<file path="src/hw/rtl/swm_pkg.sv">
`timescale 1ns / 1ps
`default_nettype none

package swm_pkg;

   // defaults for the top-level parameters
   localparam int WINDOW_MAX_DEF  = 64;
   localparam int SAMPLE_BITS_DEF = 32;

   // configuration register file
   localparam int       WINDOW_LEN_BITS    = 7;
   localparam int       CSR_ADDR_BITS      = 3;
   localparam int       CSR_DATA_BITS      = 32;
   localparam logic     CSR_IDX_WINDOW_LEN = 1'b0;
   localparam logic [WINDOW_LEN_BITS-1:0] WINDOW_LEN_RESET = 7'd3;

   // controller states
   typedef enum logic [2:0] {
      ST_IDLE,
      ST_RING,
      ST_FETCH,
      ST_MERGE,
      ST_FINISH
   } state_type;

   // controller to datapath
   typedef struct packed {
      logic start;        // capture sample, open a new merge pass
      logic ring_access;  // read oldest ring slot, write new sample there
      logic merge_step;   // one step of the remove/insert merge
      logic commit;       // close the pass: counters, bank swap, result
   } cmd_type;

   // datapath to controller
   typedef struct packed {
      logic merge_done;   // all old entries consumed and new sample placed
      logic merge_adv;    // this step moves the read pointer
      logic has_result;   // this pass leaves a full window
   } stat_type;

endpackage

`default_nettype wire

</file>
<file path="src/hw/rtl/swm_ctrl.sv">
`timescale 1ns / 1ps
`default_nettype none

module swm_ctrl (
   input  wire logic            clock,
   input  wire logic            reset,
   input  wire logic            req_valid,
   output logic                 req_stall,
   output logic                 rsp_valid,
   input  wire logic            rsp_stall,
   output swm_pkg::cmd_type     cmd,
   input  wire swm_pkg::stat_type stat
);
   import swm_pkg::*;

   state_type state_ff;
   state_type state_in;
   logic      rsp_valid_ff;
   logic      rsp_valid_in;

   // state and result-valid registers
   always_ff @(posedge clock) begin
      if (reset) begin
         state_ff     <= ST_IDLE;
         rsp_valid_ff <= 1'b0;
      end else begin
         state_ff     <= state_in;
         rsp_valid_ff <= rsp_valid_in;
      end
   end

   // next state and commands
   always_comb begin
      state_in     = state_ff;
      cmd          = '0;
      req_stall    = 1'b1;
      rsp_valid_in = rsp_valid_ff && rsp_stall;
      case (state_ff)
         ST_IDLE: begin
            req_stall = 1'b0;
            if (req_valid) begin
               cmd.start = 1'b1;
               state_in  = ST_RING;
            end
         end
         ST_RING: begin
            cmd.ring_access = 1'b1;
            state_in        = ST_MERGE;
         end
         ST_FETCH: begin
            // sorted memory read data catches up with the read pointer
            state_in = ST_MERGE;
         end
         ST_MERGE: begin
            if (stat.merge_done) begin
               state_in = ST_FINISH;
            end else begin
               cmd.merge_step = 1'b1;
               if (stat.merge_adv) begin
                  state_in = ST_FETCH;
               end
            end
         end
         ST_FINISH: begin
            // hold while a previous result is still waiting on the output and this pass has a new one
            if (!(stat.has_result && rsp_valid_ff && rsp_stall)) begin
               cmd.commit = 1'b1;
               state_in   = ST_IDLE;
               if (stat.has_result) begin
                  rsp_valid_in = 1'b1;
               end
            end
         end
         default: begin
            state_in = ST_IDLE;
         end
      endcase
   end

   assign rsp_valid = rsp_valid_ff;

endmodule

`default_nettype wire

</file>
<file path="config.mk">
export PLATFORM = sky130hd
export DESIGN_NAME = swm_ctrl
export DESIGN_NICKNAME = d
export VERILOG_FILES = /design/src/hw/rtl/swm_pkg.sv /design/src/hw/rtl/swm_ctrl.sv
export SDC_FILE = /design/constraint.sdc
export NUM_CORES = 1
export LEC_CHECK = 0
export BUFFER_PORTS_ARGS = -buffer_cell sky130_fd_sc_hd__buf_2
export CAP_MARGIN = 20
export CORE_AREA = 2 2 39 41
export CTS_BUF_LIST = sky130_fd_sc_hd__clkbuf_8
export CTS_CLUSTER_SIZE = 8
export DETAILED_ROUTE_END_ITERATION = 8
export DIE_AREA = 0 0 41 43
export PLACE_DENSITY = 0.35
export REMOVE_ABC_BUFFERS = 1
export SETUP_SLACK_MARGIN = 0.02
export SYNTH_ARGS = -nofsm -noshare
export SYNTH_HDL_FRONTEND = slang
export SYNTH_SLANG_ARGS = --single-unit
</file>
<file path="constraint.sdc">
create_clock -name clock -period 1.2 [get_ports clock]
set_input_delay 0.24 -clock clock [delete_from_list [all_inputs] [get_ports clock]]
set_output_delay 0.24 -clock clock [all_outputs]
set_load 0.02 [all_outputs]
</file>
# After elaboration in Yosys (flattened, before gate mapping)
# Cells that the tools add are included.
[classes] muxes=16 n_reduce_logical=6 eq_ne=7
[op_table] op="$mux W3" count=4
[op_table] op="$pmux W3 S4" count=1
[op_table] op="$mux W1" count=11
[op_table] op="$eq A3 B2 Y1 const B" count=2
[op_table] op="$ne A2 B2 Y1 const B" count=2
[op_table] op="$eq A3 B1 Y1 const B" count=1
[op_table] op="$eq A3 B3 Y1 const B" count=1
[op_table] op="$logic_and A1 B1 Y1" count=3
[op_table] op="$logic_not A3 Y1" count=1
[op_table] op="$ne A3 B3 Y1 const B" count=1
[op_table] op="$reduce_and A3 Y1" count=1
[op_table] op="$reduce_or A2 Y1" count=1
[word_totals] output_inout_bits=6 reg_bits=4

# Logic depth before layout (Yosys ltp)
# Gate-level depths: netlist of run 1.
[depth] word_depth=4 ltp_mapped=2

# Worst setup path before layout of run 1
# Ideal clock, no wire load.
[synth_path] path_type="reg-to-output" start="register state_ff[0]" end="output port cmd[3] (netlist name)" path_stages_with_launch=3 required_ns=0.960 n_path_buf=0 arrival_ns=1.218 setup_slack_ns=-0.258 path_cell_list="dfxtp_1 or3_2 nor2_1"
[synth_lines] element="start: declaration" line="swm_ctrl.sv:16" text="state_type state_ff;"
[synth_lines] element="start signal: assignment" line="swm_ctrl.sv:27" text="state_ff <= state_in;"
[synth_lines] element="end: declaration" line="swm_ctrl.sv:11" text="output swm_pkg::cmd_type cmd,"

==> results of run 1 <==
## worst register-to-register path: cells and delay by family, from the launching register on
kind | cells | cell delay [ns]
compound gates | 2 | 0.46
buf+inv | 2 | 0.25
flops | 1 | 0.33
## flip-flops by register name, indices dropped and copies added, names as in the netlist
register / flops
rsp_valid: 1
state_ff: 3
## final cells by class
type	instances	area, µm²
fillers	153	928
multi-input cells	17	178
repair buffers	17	129
flip-flops and latches	4	83.8
clock buffers	3	41.3
well taps	16	20.0
inverters	1	3.75
## cell usage in the layout, fill, tap and decap left out
master	netlist	layout
o211a_1	1	1
buf_2	0	7
clkbuf_8	0	3
a21oi_1	1	1
nor3b_2	0	1
nand4b_1	2	2
nor2_4	0	1
dfxtp_1	4	1
and3_1	1	1
o22ai_1	1	1
or3_4	0	1
a31oi_4	0	1
nor2_1	2	1
or3b_4	0	1
and4bb_2	1	1
nor4_1	1	1
dfxtp_2	0	3
nand4bb_1	1	1
a2111oi_4	0	1
nand2_1	1	1
buf_4	0	5
inv_1	1	1
buf_6	0	5
## worst paths after layout
check | start | endpoint | slack (ns)
setup / recovery | state_ff[0] | cmd[0] | -0.29
hold / removal | reset | state_ff[0] | 0.28
setup reg to reg | state_ff[1] | state_ff[0] | 0.05
hold reg to reg | rsp_valid | rsp_valid | 0.51
## through the flow
step	power, mW	hold WS (ns)	utilization (%)
after floorplan	0.207	0.309	-
after global placement	0.256	0.486	23.0
after detailed placement	0.256	0.480	23.0
after CTS	0.576	0.257	29.7
after global routing	0.618	0.286	32.9
final	0.586	0.276	32.9
## layer usage
layer | wire length [µm] | share of wire, % | track usage, % | vias up
met4 | 22 | 3.4 | 8.00 | 0
met5 | 0 | 0 | 0 | -
li1 | - | - | - | 130
met3 | 36 | 5.6 | 3.14 | 2
met2 | 299 | 47 | 11.3 | 13
met1 | 282 | 44 | 10.9 | 121
## what timing repair did
item                                    CTS  global route
pin swaps                                 3             2
endpoints found under the setup margin    5             6
buffers inserted                          3             0
hold buffers                              0             0
gates resized for setup                  13             7
## cells by family (layout without fill, tap and decap cells)
group	after synthesis	in the layout
AO/OA/AOI/OAI	5	5
buffers and inverters	1	21
flip-flops	4	4
AND/OR/NAND/NOR	12	12
## power groups by stage
stage / registers [mW] / logic (mW) / clock network, mW
2_1_floorplan: 0.156 / 0.0513 / 0
3_3_place_gp: 0.153 / 0.103 / 0
3_5_place_dp: 0.152 / 0.103 / 0
4_1_cts: 0.153 / 0.137 / 0.285
5_1_grt: 0.155 / 0.167 / 0.296
6_report: 0.154 / 0.156 / 0.276
==> out/metrics.yaml, run 1 <==
status: "finished with violations"
violations: "negative setup slack"
nets: 51
numClockSinks: 4
crit_arrival_ns: 1.25
coreArea_um2: 1380
initial_core_util_pct: 15.6
via_per_inst: 4.59
synth_edf_count: 0
finalSetupViolCount: 5
yosysTopAreaCell: "dfxtp_1"
cap_viol_max_count: 0
dp.cells: 53
irDropWorstVdd_mv: 0.595
fin_crit_sh_pct: 124
grt_antenna_before_repair: 0
crit_slowest_cell: "or3b_4"
cp-start-kind: "flop"
cts_tree: "built"
clk_path_buf_depth: 2
grt_pass1_wl_mm: 1.00
layout_setup_ws_ns: -0.291
synth_common_cells: "dfxtp_1 (4), nand4b_1 (2), nor2_1 (2)"
final.min_clock_period_ns: 1.49
antenna_cells: 0
cts.clk_slew.worst_paths_ns: 0.03
clock.fmax_mhz: 671
root_buffer: "clkbuf_8"
ys_async_sr_fraction_pct: 0
wl_per_cell_um: 11.0
ys_ff_latch: 4
drive_above_1_share_pct: 71.4
p_sw_share_pct: 24.7
numCtsBuffers: 3
rsz0062_at_grt: "true"
crit_chain: "or3b_4 -> a31oi_4 -> buf_6"
synth_top_area_share_pct: 37.2
p_leak_nw: 0.198
netlist_area_um2: 215
gp_routability_congestion: 0.674
synth_cell_types: 17
ant_nets: 0
reg2reg_depth: 4
synth_top_family_by_area: "simple AND/OR/NAND/NOR gates"
holdCritPathClass: "input port to flop"
p_sw_mw: 0.145
clk_latency_ns: 0.21
p_clk_share_pct: 47.1
dr.pass1.iters: 3
die_y_um: 43
grt_start_max_net_pins: 6
fp.dieW_um: 41
htree_levels: 1
overflow: 0
vias: 266
synth_most_common_cell: "dfxtp_1"
worstMarginPinSlew_ns: 0.268
pre_cts_ws_ns: -0.114
pwr-share-comb_pct: 26.5
fin_tns_setup_ns: -0.776
worstPathRequired_ns: 0.96
row_count: 14
final_area_um2: 455
share_seq_of_total_power_pct: 26.3
dp_hpwl_um: 453
holdPathStages: 2
critPathMaxStageDelay_ns: 0.41
grt_use_total_pct: 8.82
place_area_um2: 318
end_kind: "output port"
synth-simple-area-share_pct: 41.3
path_buf_inv: 1
path_class: "flop to output port"
slew_violations: 0
yosys_warnings: 0
pwr_density_cell_nw_per_um2: 1290
path_delay_family: "simple AND/OR/NAND/NOR gates"
io_pins: 13
cellInternalPower_mw: 0.441
synthXorXnorAreaFrac_pct: 0
skew_ns: 0.000465
drtIter0Drc: 6
ys_top_cells_by_area: "dfxtp_1 (37%), nand4b_1 (8.1%), a2111oi_2 (7.0%)"
crit_cells: 3
synthToLayoutAreaGrowth_pct: 112
synth-adder-area-share_pct: 0
portBuffers: 12
avgSynthCellArea_um2: 9.78
ys.flop_type: "dfxtp_1"
totalWireLength_um: 640
layoutNonFillerInstCount: 58
syn_inst: 22
crit_fanout: 4
max_slew_margin_pct: 82.0
hold_violations: 0
grt_pass1_vias: 263
synth_compound_area_share_pct: 19.8
dieArea_um2: 1760
drc_errors: 0
yosysSeqAreaShare_pct: 37.2
synth.area.mux_share_pct: 0
Note: power is estimated with default switching activity, not from simulation.
==> inputs of run 2 (changes only) <==
--- a/config.mk
+++ b/config.mk
@@ -12,7 +12,7 @@
 export CTS_CLUSTER_SIZE = 8
 export DETAILED_ROUTE_END_ITERATION = 8
 export DIE_AREA = 0 0 41 43
-export PLACE_DENSITY = 0.35
+export PLACE_DENSITY = 0.34
 export REMOVE_ABC_BUFFERS = 1
 export SETUP_SLACK_MARGIN = 0.02
 export SYNTH_ARGS = -nofsm -noshare
==> constraint.sdc (replaced) <==
create_clock -name clock -period 1.6 [get_ports clock]
set_input_delay 0.32 -clock clock [delete_from_list [all_inputs] [get_ports clock]]
set_output_delay 0.32 -clock clock [all_outputs]
set_load 0.02 [all_outputs]
==> run 2 against run 1 <==
The run still ends with negative setup slack left. Power fell by 33%. Via count fell by 12%. Sequential share of layout area rose by 5.4 points. Worst setup slack improved by 0.29 ns. Critical path type unchanged. Critical endpoint is now cmd[3].
==> out/metrics.yaml, run 2 (synthesized netlist as in run 1, its figures left out) <==
status: "finished with violations"
violations: "negative setup slack"
skew_ns: 0.000711
crit_fanout: 9
htree_levels: 1
regArea_um2: 83.8
portBuffers: 12
nets: 47
numCtsBuffers: 3
row_count: 14
finalSetupViolCount: 1
final_cell_mix: "buf_2 (11), clkbuf_8 (3), dfxtp_2 (3)"
p_leak_nw: 0.165
grt_pass1_vias: 221
path_class: "flop to output port"
cap_viol_max_count: 0
clk_path_buf_depth: 2
dp_hpwl_um: 465
slew_violations: 0
gp_routability_congestion: 0.701
crit_chain: "or3_2 -> nor2_1 -> buf_4"
cts_setup_buffers: 0
crit_arrival_ns: 1.28
total_power_mw: 0.395
final_area_um2: 353
numClockSinks: 4
top_register: "state_ff"
grt_antenna_before_repair: 0
irDropWorstVdd_mv: 0.388
dieArea_um2: 1760
worstPathRequired_ns: 1.28
fin_crit_sh_pct: 100
mostFrequentLayoutCell: "buf_2"
cts.clk_slew.worst_paths_ns: 0.03
crit_slowest_cell: "or3_2"
drtIter0Drc: 3
totalWireLength_um: 573
layout_setup_ws_ns: -0.00360
largest_reg_flops: 3
via_per_inst: 4.31
worstMarginPinSlew_ns: 0.265
cts_hold_buf: 0
synthToLayoutAreaGrowth_pct: 64.0
multiInputGateArea_um2: 134
drc_errors: 0
grt_use_total_pct: 8.33
hold_slack_ns: 0.335
io_pins: 13
dr.pass1.iters: 2
pwr_density_cell_nw_per_um2: 1120
die_y_um: 43
coreArea_um2: 1380
overflow: 0
cp-start-kind: "flop"
holdCritPathClass: "input port to flop"
grt_start_max_net_pins: 10
pre_cts_ws_ns: 0.177
vias: 233
rsz0062_at_grt: "true"
cts_resized: 4
end_kind: "output port"
clock.fmax_mhz: 624
root_buffer: "clkbuf_8"
wl_per_cell_um: 10.6
clk_latency_ns: 0.21
final.min_clock_period_ns: 1.60
nFillCells: 162
ant_nets: 0
hold_violations: 0
grt_pass1_wl_um: 938
max_slew_margin_pct: 82.3
initial_core_util_pct: 15.6
antenna_cells: 0
cts_tree: "built"
place_area_um2: 303
drive_above_1_share_pct: 60.5
critPathMaxStageDelay_ns: 0.48
fp.dieW_um: 41
-- run 2: cell types whose count changed in the layout (fill, tap and decap cells not counted) --
| cell | previous run | this run |
|---|---|---|
| buf_6 | 5 | 0 |
| buf_2 | 7 | 11 |
| buf_4 | 5 | 2 |
| a2111oi_2 | 0 | 1 |
| a2111oi_4 | 1 | 0 |
| a31oi_1 | 0 | 1 |
| a31oi_4 | 1 | 0 |
| nor2_1 | 1 | 2 |
| nor2_4 | 1 | 0 |
| nor3b_1 | 0 | 1 |
| nor3b_2 | 1 | 0 |
| or3_2 | 0 | 1 |
| or3_4 | 1 | 0 |
-- run 2: final cells by class --
class	count	share of cell area, %
multi-input cells	17	37.9
flip-flops and latches	4	23.8
repair buffers	13	19.9
clock buffers	3	11.7
well taps	16	5.67
inverters	1	1.06
-- run 2: critical path, delay by kind of cell (launching register included) --
kind,cells,cell delay [ns]
buffers and inverters,1,0.14
DFF,1,0.34
and+or+nand+nor,2,0.58
-- run 2: path summary, 6_finish.rpt --
path                                   from           to  slack [ns]  cells after the start
worst min-delay path                  reset  state_ff[0]        0.33                      2
worst max-delay path            state_ff[0]       cmd[3]      -0.004                      3
worst min register to register    rsp_valid    rsp_valid        0.49                      2
worst max register to register  state_ff[1]  state_ff[0]        0.67                      2
-- run 2: layer usage --
layer	track usage, %	wire, µm	up-vias	part of all wire (%)
li1	-	-	121	-
met1	10.3	263	102	46
met2	10.3	253	10	44
met3	3.14	56	0	9.8
met4	8.00	0	0	0
met5	0	0	-	0
-- run 2: where the power goes --
| part | internal [mW] | leakage [nW] | switching, mW |
|---|---|---|---|
| Clock | 0.160 | 0.0216 | 0.0505 |
| Sequential | 0.108 | 0.0338 | 0.0115 |
| Combinational | 0.0303 | 0.110 | 0.0340 |
| Total | 0.299 | 0.165 | 0.0960 |
-- run 2: per-stage QoR --
step | utilization (%) | setup TNS [ns] | std cells
2_1_floorplan | - | 0 | 22
3_3_place_gp | 21.9 | 0 | 51
3_5_place_dp | 21.9 | 0 | 51
4_1_cts | 25.3 | -0.0278 | 54
5_1_grt | 25.5 | -0.107 | 54
6_report | 25.5 | -0.00360 | 54
